<file path="src/hdl/percpu_page_allocator_top_defines.svh">
// Assertion macros of the page allocator, used by its sequencer
`ifndef PERCPU_PAGE_ALLOCATOR_TOP_DEFINES_SVH
`define PERCPU_PAGE_ALLOCATOR_TOP_DEFINES_SVH

// Same-cycle implication, disabled while reset is asserted
`define PCPA_ASSERT_NOW(label, clk, rst_n, ante, cons) \
    label: assert property (@(posedge clk) disable iff (!rst_n) (ante) |-> (cons)) \
        else $error("pcpa assertion failed");

// Next-cycle implication, disabled while reset is asserted
`define PCPA_ASSERT_NEXT(label, clk, rst_n, ante, cons) \
    label: assert property (@(posedge clk) disable iff (!rst_n) (ante) |=> (cons)) \
        else $error("pcpa assertion failed");

`endif

</file>
<file path="src/hdl/pcpa_pkg.sv">
// Shared constants, codes and interface structs of the page allocator
package pcpa_pkg;

    // Sizing
    localparam int NUM_CPUS   = 8;
    localparam int NUM_PAGES  = 32768;
    localparam int PAGE_BYTES = 4096;

    // Field widths
    localparam int ADDR_W    = 32;
    localparam int CPU_W     = 3;
    localparam int STATUS_W  = 2;
    localparam int CFG_W     = 32;
    localparam int CFG_IDX_W = 1;
    localparam int LINK_W    = 16;

    // Derived widths
    localparam int PAGE_SHIFT = $clog2(PAGE_BYTES);
    localparam int PFN_W      = ADDR_W - PAGE_SHIFT;
    localparam int IDX_W      = $clog2(NUM_PAGES);
    localparam int SEL_W      = (NUM_CPUS > 1) ? $clog2(NUM_CPUS) : 1;

    // Empty-list marker; no page index reaches it
    localparam logic [LINK_W-1:0] LINK_EMPTY = '1;

    // Request codes
    localparam logic REQ_ALLOC = 1'b0;
    localparam logic REQ_FREE  = 1'b1;

    // Status codes
    localparam logic [STATUS_W-1:0] ST_OK      = 2'd0;
    localparam logic [STATUS_W-1:0] ST_OOM     = 2'd1;
    localparam logic [STATUS_W-1:0] ST_BADADDR = 2'd2;

    // Configuration register indexes and reset values
    localparam logic [CFG_IDX_W-1:0] CFG_REG_START = 1'b0;
    localparam logic [CFG_IDX_W-1:0] CFG_REG_LIMIT = 1'b1;
    localparam logic [CFG_W-1:0]     START_RESET   = 32'h0000_0000;
    localparam logic [CFG_W-1:0]     LIMIT_RESET   = 32'h8800_0000;

    // Controller to datapath commands
    typedef struct packed {
        logic load;    // capture the accepted request beat
        logic check;   // evaluate free address checks
        logic pick;    // select a list and read its head link
        logic commit;  // update lists and load the result register
    } t_cmd;

    // Datapath to controller status
    typedef struct packed {
        logic is_free;
    } t_sts;

endpackage

</file>
<file path="src/hdl/pcpa_ctrl.sv">
// Request sequencer and handshake control of the page allocator
`include "percpu_page_allocator_top_defines.svh"

module pcpa_ctrl (
    input  logic          i_clk,
    input  logic          i_rst_n,
    input  logic          i_in_valid,
    output logic          o_in_stall,
    output logic          o_out_valid,
    input  logic          i_out_stall,
    input  pcpa_pkg::t_sts i_sts,
    output pcpa_pkg::t_cmd o_cmd
);

    typedef enum logic [1:0] {
        S_IDLE,
        S_EXEC,
        S_DONE
    } t_state;

    t_state r_state, n_state;
    logic   r_out_valid, n_out_valid;
    logic   accept;
    logic   slot_free;

    assign accept    = i_in_valid && (r_state == S_IDLE);
    assign slot_free = !r_out_valid || !i_out_stall;

    // Decode commands from the current state
    always_comb begin
        o_cmd        = '0;
        o_cmd.load   = accept;
        o_cmd.check  = (r_state == S_EXEC) && i_sts.is_free;
        o_cmd.pick   = (r_state == S_EXEC) && !i_sts.is_free;
        o_cmd.commit = (r_state == S_DONE) && slot_free;
    end

    // Next state and output valid
    always_comb begin
        n_state     = r_state;
        n_out_valid = r_out_valid && i_out_stall;
        unique case (r_state)
            S_IDLE: begin
                if (accept) begin
                    n_state = S_EXEC;
                end
            end
            S_EXEC: begin
                n_state = S_DONE;
            end
            S_DONE: begin
                if (slot_free) begin
                    n_state     = S_IDLE;
                    n_out_valid = 1'b1;
                end
            end
            default: begin
                n_state = S_IDLE;
            end
        endcase
    end

    // Hold state and the output valid flag
    always_ff @(posedge i_clk) begin
        if (!i_rst_n) begin
            r_state     <= S_IDLE;
            r_out_valid <= 1'b0;
        end else begin
            r_state     <= n_state;
            r_out_valid <= n_out_valid;
        end
    end

    assign o_in_stall  = (r_state != S_IDLE);
    assign o_out_valid = r_out_valid;

    // A blocked result holds the sequencer in its final state
    `PCPA_ASSERT_NEXT(a_done_holds, i_clk, i_rst_n,
        (r_state == S_DONE) && r_out_valid && i_out_stall, r_state == S_DONE)
    // A new result beat appears only after a commit
    `PCPA_ASSERT_NOW(a_valid_from_commit, i_clk, i_rst_n,
        $rose(r_out_valid), $past(r_state == S_DONE))
    // An accepted request beat always starts work
    `PCPA_ASSERT_NEXT(a_accept_starts, i_clk, i_rst_n,
        i_in_valid && !o_in_stall, r_state == S_EXEC)

endmodule

</file>
<file path="config.mk">
export PLATFORM = sky130hd
export DESIGN_NAME = pcpa_ctrl
export DESIGN_NICKNAME = d
export VERILOG_FILES = /design/src/hdl/pcpa_pkg.sv /design/src/hdl/pcpa_ctrl.sv
export VERILOG_INCLUDE_DIRS = /design/src /design/src/hdl
export SDC_FILE = /design/constraint.sdc
export NUM_CORES = 1
export LEC_CHECK = 0
export ABC_AREA = 0
export BUFFER_PORTS_ARGS = -buffer_cell sky130_fd_sc_hd__buf_4
export CAP_MARGIN = 20
export CORE_AREA = 2 2 39 41
export DETAILED_ROUTE_END_ITERATION = 8
export DIE_AREA = 0 0 41 43
export SETUP_SLACK_MARGIN = 0.05
export SKIP_LAST_GASP = 1
export SLEW_MARGIN = 10
export SYNTH_ARGS = -nofsm -noshare
export SYNTH_HDL_FRONTEND = slang
export SYNTH_SLANG_ARGS = --single-unit
</file>
<file path="constraint.sdc">
create_clock -name i_clk -period 1.27 [get_ports i_clk]
set_clock_uncertainty 0.05 [all_clocks]
set_input_delay 0.381 -clock i_clk [delete_from_list [all_inputs] [get_ports i_clk]]
set_output_delay 0.381 -clock i_clk [all_outputs]
set_load 0.005 [all_outputs]
</file>
==> flow_summary.toml, run 1 <==
[status]
status = "complete, but fails checks"
violations = "setup timing"

[timing]
tightest_slew_ns = 0.145
rsz0062_at_grt = "true"
final-hold-violation-count = 0
max_freq_mhz = 732
maxSlewHeadroom_pct = 90.3
setup_ws_ns = -0.0969
finalCritPeriodShare_pct = 108
final_period_minus_worst_setup_slack_ns = 1.37
drv_slew = 0
setup_viol = 5

[synthesis]
synth-xor-area-share_pct = 0
synth_mux_area_share_pct = 0
syn_area_sq_um = 149
netlist-cell-type-count = 12
yosys_warnings = 0
synth_seq_area_share_pct = 40.3
synth-adder-area-share_pct = 0
synth_top_family_by_area = "simple AND/OR/NAND/NOR gates"
synth_nets = 22
synth_compound_area_share_pct = 13.4
syn_area_per_cell_sq_um = 8.76
yosys.area_share.simple_pct = 38.7
postSynthCellCount = 17
ys_ff_latch = 3

[place]
portBuffers = 10
globalplace.congestion = 0.467
place_area_sq_um = 236

[route]
drt_iter0_drc = 0
firstDrtPassIters = 1
wl_per_cell_um = 7.98
post-route-drc-count = 0
wl_um = 375
via_per_inst = 3.47
drtAntennaViolNets = 0
vias = 163

[worst_setup_path]
crit_path_end_kind = "primary output"
worstPathMaxFanout = 5
critPathRequiredTime_ns = 0.84
worstPathArrival_ns = 0.94
r2r_start = "r_state[1]$_SDFFE_PN0P_"
ff2ff_path_depth = 3
r2r-end = "r_state[1]$_SDFFE_PN0P_"
worstSetupPathType = "reg2out"
worstSetupStartpointType = "register"
rrSetupSlack_ns = 0.40

[clock_tree]
cts_root_buf = "clkbuf_4"
cts_hold_buffers = 0
numCtsBuffers = 3
cts_max_path_buffers = 2
cts_tree = "done"
cts.clk_slew.worst_paths_ns = 0.04
clk_latency_ns = 0.23
cts.sinks = 3
h-tree-depth = 1

[hold_path]
hold_path_class = "in2reg"
holdPathStages = 2
hold_start = "i_rst_n"
hold_path_end = "r_state[0]$_SDFFE_PN0P_"

[layout]
fill_cells = 160
utilization_pct = 21.7
fin_nets = 37
seq_area_sq_um = 66.3
multiInputGateArea_sq_um = 101
final_area_sq_um = 300
layout-drive-gt1-share_pct = 74.2
area_growth_pct = 102
antennaDiodeCount = 0

[grt]
grt_use_total_pct = 5.72
antenna_found_initial = 0
grt_overflow_total = 0
grt_pass1_wl_um = 572
grt_pass1_vias = 149
grt_start_max_net_pins = 6

[pwr]
design_power_total_uw = 323
leakagePower_nw = 0.133
p_per_area_nw_per_um2 = 1070
ir_drop_mv = 0.164

[die]
ios = 11
fp-row-count = 14
start_util_pct = 10.8
dieArea_sq_um = 1760
die_h_um = 43
die_w_um = 41
core_region_area_sq_um = 1380

[flow_run]
drv_cap = 0
==> where the power goes <==
group	total (mW)	internal (mW)	switching, mW
registers	0.106	0.0989	0.00714
logic	0.0523	0.0355	0.0169
clock network	0.164	0.118	0.0466
==> synth_stat cells (all sizes together) <==
| cell | number | share of area (%) |
|---|---|---|
| nand4b | 1 | 5.9 |
| dfxtp | 3 | 40 |
| a21oi | 1 | 3.4 |
| and2 | 1 | 4.2 |
| nor3b | 1 | 8.4 |
| nor2 | 2 | 5.0 |
| nand2 | 1 | 2.5 |
| inv | 1 | 2.5 |
| a21boi | 2 | 10 |
| buf | 1 | 5.0 |
| nand2b | 2 | 8.4 |
| or2 | 1 | 4.2 |
==> what timing repair did <==
item / CTS / global route
buffers inserted: 0 / 1
resized for setup: 6 / 3
cloned: 0 / 0
pin swaps: 2 / 0
setup endpoints to repair: 5 / 6
==> worst max-delay path by stage <==
stage / from / endpoint / slack (ns) / cells past startpoint
3_3_place_gp: i_in_valid / o_cmd[3] / 0.07 / 3
6_report: r_state[0]$_SDFFE_PN0P_ / o_in_stall / -0.1 / 2
3_5_place_dp: i_in_valid / o_cmd[3] / 0.08 / 3
5_1_grt: r_state[1]$_SDFFE_PN0P_ / o_cmd[1] / -0.15 / 3
2_1_floorplan: i_in_valid / o_cmd[3] / 0.19 / 2
4_1_cts: r_state[0]$_SDFFE_PN0P_ / o_cmd[0] / -0.11 / 3
==> registers in the layout, summed over array words and instances (netlist names) <==
| register | count |
|---|---|
| o_out_valid | 1 |
| r_state | 2 |
==> layer usage <==
metal	global-route usage, %	vias to the layer above	part of all wire [%]
met4	8.00	0	0
met5	0	-	0
met1	4.17	72	29
met2	7.19	8	54
li1	-	83	-
met3	4.71	0	17
==> area by class of cell <==
class | instances | area share, %
timing repair buffer | 11 | 27.5
clock buffer | 4 | 8.75
multi-input combinational | 12 | 33.7
inverter | 1 | 1.25
tap | 16 | 6.67
sequential | 3 | 22.1
==> cells in the final DEF, fill, tap and decap left out <==
master,Yosys,final
a21boi_1,2,2
a21oi_2,0,1
and2_1,1,1
buf_4,1,11
clkbuf_1,0,1
clkbuf_4,0,3
dfxtp_2,0,2
dfxtp_4,0,1
inv_1,1,1
nand2_1,1,1
nand2b_4,0,2
nand4b_1,1,1
nor2_2,0,2
nor3b_2,1,1
or2_1,1,1
==> worst max-delay path, cell delays in order, from the launching register on <==
cell,delay [ns]
dfxtp_2,0.34
or2_1,0.23
buf_4,0.13
==> cell families after synthesis <==
family	Yosys count
buffers and inverters	2
and+or+nand+nor	9
AOI/OAI and AO/OA	3
DFF	3
==> stage by stage <==
step | setup slack, ns | setup TNS (ns) | cells | hold slack [ns]
6_report | -0.0969 | -0.407 | 47 | 0.325
5_1_grt | -0.154 | -0.712 | 47 | 0.312
4_1_cts | -0.113 | -0.487 | 46 | 0.325
3_5_place_dp | 0.0756 | 0 | 42 | 0.436
3_3_place_gp | 0.0719 | 0 | 42 | 0.434
2_1_floorplan | 0.192 | 0 | 17 | 0.429
Note: power is estimated with default switching activity, not from simulation.
==> run 2, diff against run 1 <==
--- a/config.mk
+++ b/config.mk
@@ -18,3 +18,4 @@
 export SYNTH_ARGS = -nofsm -noshare
 export SYNTH_HDL_FRONTEND = slang
 export SYNTH_SLANG_ARGS = --single-unit
+export TNS_END_PERCENT = 5
==> run 2 against run 1 <==
Compared with the run above:
- the flow still finishes with violations (setup timing)
- design area is 2.9% lower
- die area stayed put
- wire length is 2.9% lower
- sequential share of layout area is 0.23 points higher
- non-clock buffer count is 1 lower
- critical path depth stayed put
- power is 1.0% lower
- setup slack better by 0.0016 ns
- critical endpoint unchanged
- worst hold slack better by 0.00081 ns
- fmax is 0.11% higher
- cell count is 2.1% lower
==> flow_summary.toml, run 2 (synthesis results as in run 1) <==
[grt]
grt-busiest-layer = "met4"
grtUsageMet3_pct = 4.71
met2_usage_pct = 7.19
met1_usage_pct = 3.85
antenna_found_initial = 0
grt_overflow_total = 0
grt_use_total_pct = 5.62
grt_start_max_net_pins = 6
grt_pass1_wl_um = 558
grt_pass1_vias = 149

[status]
status = "complete, but fails checks"
violations = "setup timing"

[timing]
maxSlewHeadroom_pct = 90.1
setup_ws_ns = -0.0954
drv_slew = 0
max_freq_mhz = 732
finalCritPeriodShare_pct = 108
setup_viol = 5
tightest_slew_ns = 0.147
final_period_minus_worst_setup_slack_ns = 1.37
rsz0062_at_grt = "true"
final-hold-violation-count = 0

[layout]
final_cell_mix = "10 x buf_4, 3 x clkbuf_4, 2 x nand2b_4, 2 x nor2_2, 2 x a21boi_1"
layout.cells.non_filler = 46
fin_nets = 36
largest_register_ffs = 2
multiInputGateArea_sq_um = 101
fill_cells = 159
top_register = "r_state"
seq_area_sq_um = 65.1
final_common_cell = "buf_4"
area_growth_pct = 95.8
antennaDiodeCount = 0
layout-drive-gt1-share_pct = 70.0

[worst_setup_path]
crit_path_end_kind = "primary output"
worstSetupPathType = "reg2out"
critPathRequiredTime_ns = 0.84
worstPathMaxFanout = 5
worstSetupStartpointType = "register"
worstPathArrival_ns = 0.93

[die]
die_w_um = 41
fp-row-count = 14
dieArea_sq_um = 1760
die_h_um = 43
start_util_pct = 10.8
ios = 11
core_region_area_sq_um = 1380

[route]
drtAntennaViolNets = 0
drt_iter0_drc = 0
wl_per_cell_um = 7.91
wl_um = 364
via_per_inst = 3.33
post-route-drc-count = 0
firstDrtPassIters = 1
vias = 153

[clock_tree]
cts_max_path_buffers = 2
clk_latency_ns = 0.23
cts.sinks = 3
h-tree-depth = 1
cts_tree = "done"
cts_root_buf = "clkbuf_4"
cts.clk_slew.worst_paths_ns = 0.04
numCtsBuffers = 3

[place]
globalplace.congestion = 0.467
dpl.cell_count = 42
dpl_worst_slack_ns = 0.0756
portBuffers = 10

[hold_path]
hold_path_class = "in2reg"

[pwr]
p_per_area_nw_per_um2 = 1100
ir_drop_mv = 0.165
leakagePower_nw = 0.129

[flow_run]
drv_cap = 0
run 2: cell count changes in the layout (fill, tap and decap cells not counted):
cell | before | now
dfxtp_1 | 0 | 1
dfxtp_2 | 2 | 1
buf_4 | 11 | 10
run 2: metal layers:
metal	wire [um]	part of all wire, %
met5	0	0
met4	0	0
met3	69	19
met2	189	52
met1	104	29
run 2: metrics by stage:
stage / utilization, % / total power, mW / area, sq um / setup TNS [ns] / hold WS (ns)
finish: 21.1 / 0.319 / 292 / -0.410 / 0.326
global placement: 17.1 / 0.148 / 236 / 0 / 0.434
global route: 21.1 / 0.352 / 292 / -0.705 / 0.312
CTS: 20.5 / 0.330 / 284 / -0.489 / 0.325
floorplan: - / 0.124 / 149 / 0 / 0.429
detailed placement: 17.1 / 0.149 / 236 / 0 / 0.436
run 2: cell type report:
type | count | share of cell area, %
Multi-Input combinational cell | 12 | 34.8
Timing Repair Buffer | 10 | 25.8
Sequential cell | 3 | 22.3
Clock buffer | 4 | 9.01
Tap cell | 16 | 6.87
Inverter | 1 | 1.29
run 2: final timing paths:
kind	startpoint	end	slack [ns]	depth (start not counted)
setup / recovery	r_state[0]$_SDFFE_PN0P_	o_in_stall	-0.1	2
hold / removal	i_rst_n	r_state[0]$_SDFFE_PN0P_	0.33	2
setup reg to reg	r_state[1]$_SDFFE_PN0P_	r_state[0]$_SDFFE_PN0P_	0.47	2
hold reg to reg	o_out_valid$_SDFF_PN0_	o_out_valid$_SDFF_PN0_	0.45	2
run 2: worst max-delay path, stage by stage, from the launching register on:
cell	delay [ns]
dfxtp_2	0.34
or2_1	0.23
buf_4	0.13
run 2: repair_timing:
item                                    4_1_cts  5_1_grt
pin swaps                                     0        1
resized for setup                             5        3
endpoints found under the setup margin        5        6
hold buffers                                  0        0
buffers inserted                              0        0
run 2: power by group:
group	switching, mW	total [mW]	internal, mW
clock network	0.0466	0.164	0.118
registers	0.00714	0.106	0.0987
logic	0.0161	0.0492	0.0331
total	0.0699	0.319	0.249
==> run 3, diff against run 2 <==
==> constraint.sdc (replaced) <==
create_clock -name i_clk -period 1.4 [get_ports i_clk]
set_clock_uncertainty 0.05 [all_clocks]
set_input_delay 0.42 -clock i_clk [delete_from_list [all_inputs] [get_ports i_clk]]
set_output_delay 0.42 -clock i_clk [all_outputs]
set_load 0.005 [all_outputs]
==> run 3 against run 2 <==
Compared with the run above:
- the run still ends with setup timing left
- global-route usage rose by 0.21 points
- die area did not move
- setup slack improved by 0.088 ns
- highest routed layer unchanged
==> flow_summary.toml, run 3 (synthesis results as in run 1) <==
[status]
status = "complete, but fails checks"
violations = "setup timing"

[die]
core_region_area_sq_um = 1380
die_w_um = 41
dieArea_sq_um = 1760
start_util_pct = 10.8
fp-row-count = 14
ios = 11
die_h_um = 43

[layout]
final_area_sq_um = 297
layout.cells.non_filler = 47
fin_nets = 37
final_common_cell = "buf_4"
top_register = "r_state"
fill_cells = 158
largest_register_ffs = 2
layout-drive-gt1-share_pct = 67.7
area_growth_pct = 99.2
antennaDiodeCount = 0
final_cell_mix = "11 x buf_4, 3 x clkbuf_4, 2 x nand2b_4, 2 x a21boi_1"

[route]
drtAntennaViolNets = 0
wl_um = 365
wl_per_cell_um = 7.77
drt_iter0_drc = 0
via_per_inst = 3.57
vias = 168
post-route-drc-count = 0
firstDrtPassIters = 1

[clock_tree]
numCtsBuffers = 3
clk_latency_ns = 0.23
cts_max_path_buffers = 2
cts.clk_slew.worst_paths_ns = 0.03
cts.sinks = 3
cts_root_buf = "clkbuf_4"
h-tree-depth = 1
cts_hold_buffers = 0
cts_tree = "done"

[timing]
tightest_slew_ns = 0.156
final_period_minus_worst_setup_slack_ns = 1.41
max_freq_mhz = 711
finalCritPeriodShare_pct = 101
drv_slew = 0
setup_ws_ns = -0.00723
final-hold-violation-count = 0
maxSlewHeadroom_pct = 89.5
rsz0062_at_grt = "true"
setup_viol = 2

[grt]
grt_pass1_vias = 164
grt_start_max_net_pins = 6
grt_overflow_total = 0
antenna_found_initial = 0
grt_use_total_pct = 5.82
grt_pass1_wl_um = 572

[place]
portBuffers = 10
place_hpwl_um = 266
globalplace.congestion = 0.501
place_area_sq_um = 236
dpl.cell_count = 42

[worst_setup_path]
worstPathArrival_ns = 0.94
worstPathCellList = "nand2b_4 -> a21oi_2 -> buf_4"
crit_path_end_kind = "primary output"
worstSetupPathType = "reg2out"
critPathMaxStageDelay_ns = 0.35
worstPathMaxFanout = 5
worstSetupStartpointType = "register"
crit_slowest_cell = "dfxtp_4"
critPathRequiredTime_ns = 0.93

[pwr]
ir_drop_mv = 0.146
p_per_area_nw_per_um2 = 977
leakagePower_nw = 0.133
design_power_total_uw = 290

[hold_path]
hold_path_class = "in2reg"

[flow_run]
drv_cap = 0
## run 3: changes by cell type in the layout (fill, tap and decap cells not counted), sizes merged
cell	previous run	this run
buf	10	11
## run 3: metal layers
metal	vias to the layer above	share of wire (%)	GRT usage [%]
met2	8	54	7.81
li1	83	-	-
met4	0	0	6.00
met1	77	30	3.86
met3	0	15	6.28
met5	-	0	0
## run 3: cell type report
type                       instances  area, sq um  share of cell area (%)
sequential                         3         65.1                    21.9
multi-input combinational         12         98.8                    33.3
tap                               16         20.0                    6.75
clock buffer                       4         26.3                    8.86
timing repair buffer              11         82.6                    27.8
inverter                           1         3.75                    1.27
## run 3: final timing paths
kind                            from                       to  slack, ns  depth (start not counted)
max          r_state[0]$_SDFFE_PN0P_                 o_cmd[0]     -0.007                          3
min reg2reg   o_out_valid$_SDFF_PN0_   o_out_valid$_SDFF_PN0_       0.45                          2
max reg2reg  r_state[0]$_SDFFE_PN0P_   o_out_valid$_SDFF_PN0_       0.54                          3
min                          i_rst_n  r_state[0]$_SDFFE_PN0P_       0.36                          2
## run 3: metrics by stage
step | TNS, ns | setup slack, ns | hold WS, ns | utilization, %
floorplan | 0 | 0.244 | 0.429 | -
global placement | 0 | 0.124 | 0.433 | 17.1
detailed placement | 0 | 0.122 | 0.438 | 17.1
CTS | -0.0432 | -0.0241 | 0.354 | 20.7
global route | -0.277 | -0.0680 | 0.349 | 21.4
finish | -0.00827 | -0.00723 | 0.360 | 21.4
## run 3: repair_timing
action	CTS	global route
gates resized for setup	6	1
buffers inserted	0	1
setup endpoints to repair	5	5
## run 3: report_power, final
group          total [mW]  switching (mW)  internal [mW]
Sequential         0.0961         0.00624         0.0898
Combinational      0.0453          0.0142         0.0311
Clock               0.148          0.0417          0.107
## run 3: critical path: cells and delay by family (launching register included)
kind                   cells  cell delay, ns
flip-flops                 1            0.35
AND/OR/NAND/NOR            1            0.15
buffers and inverters      1            0.11
AO/OA/AOI/OAI              1            0.10
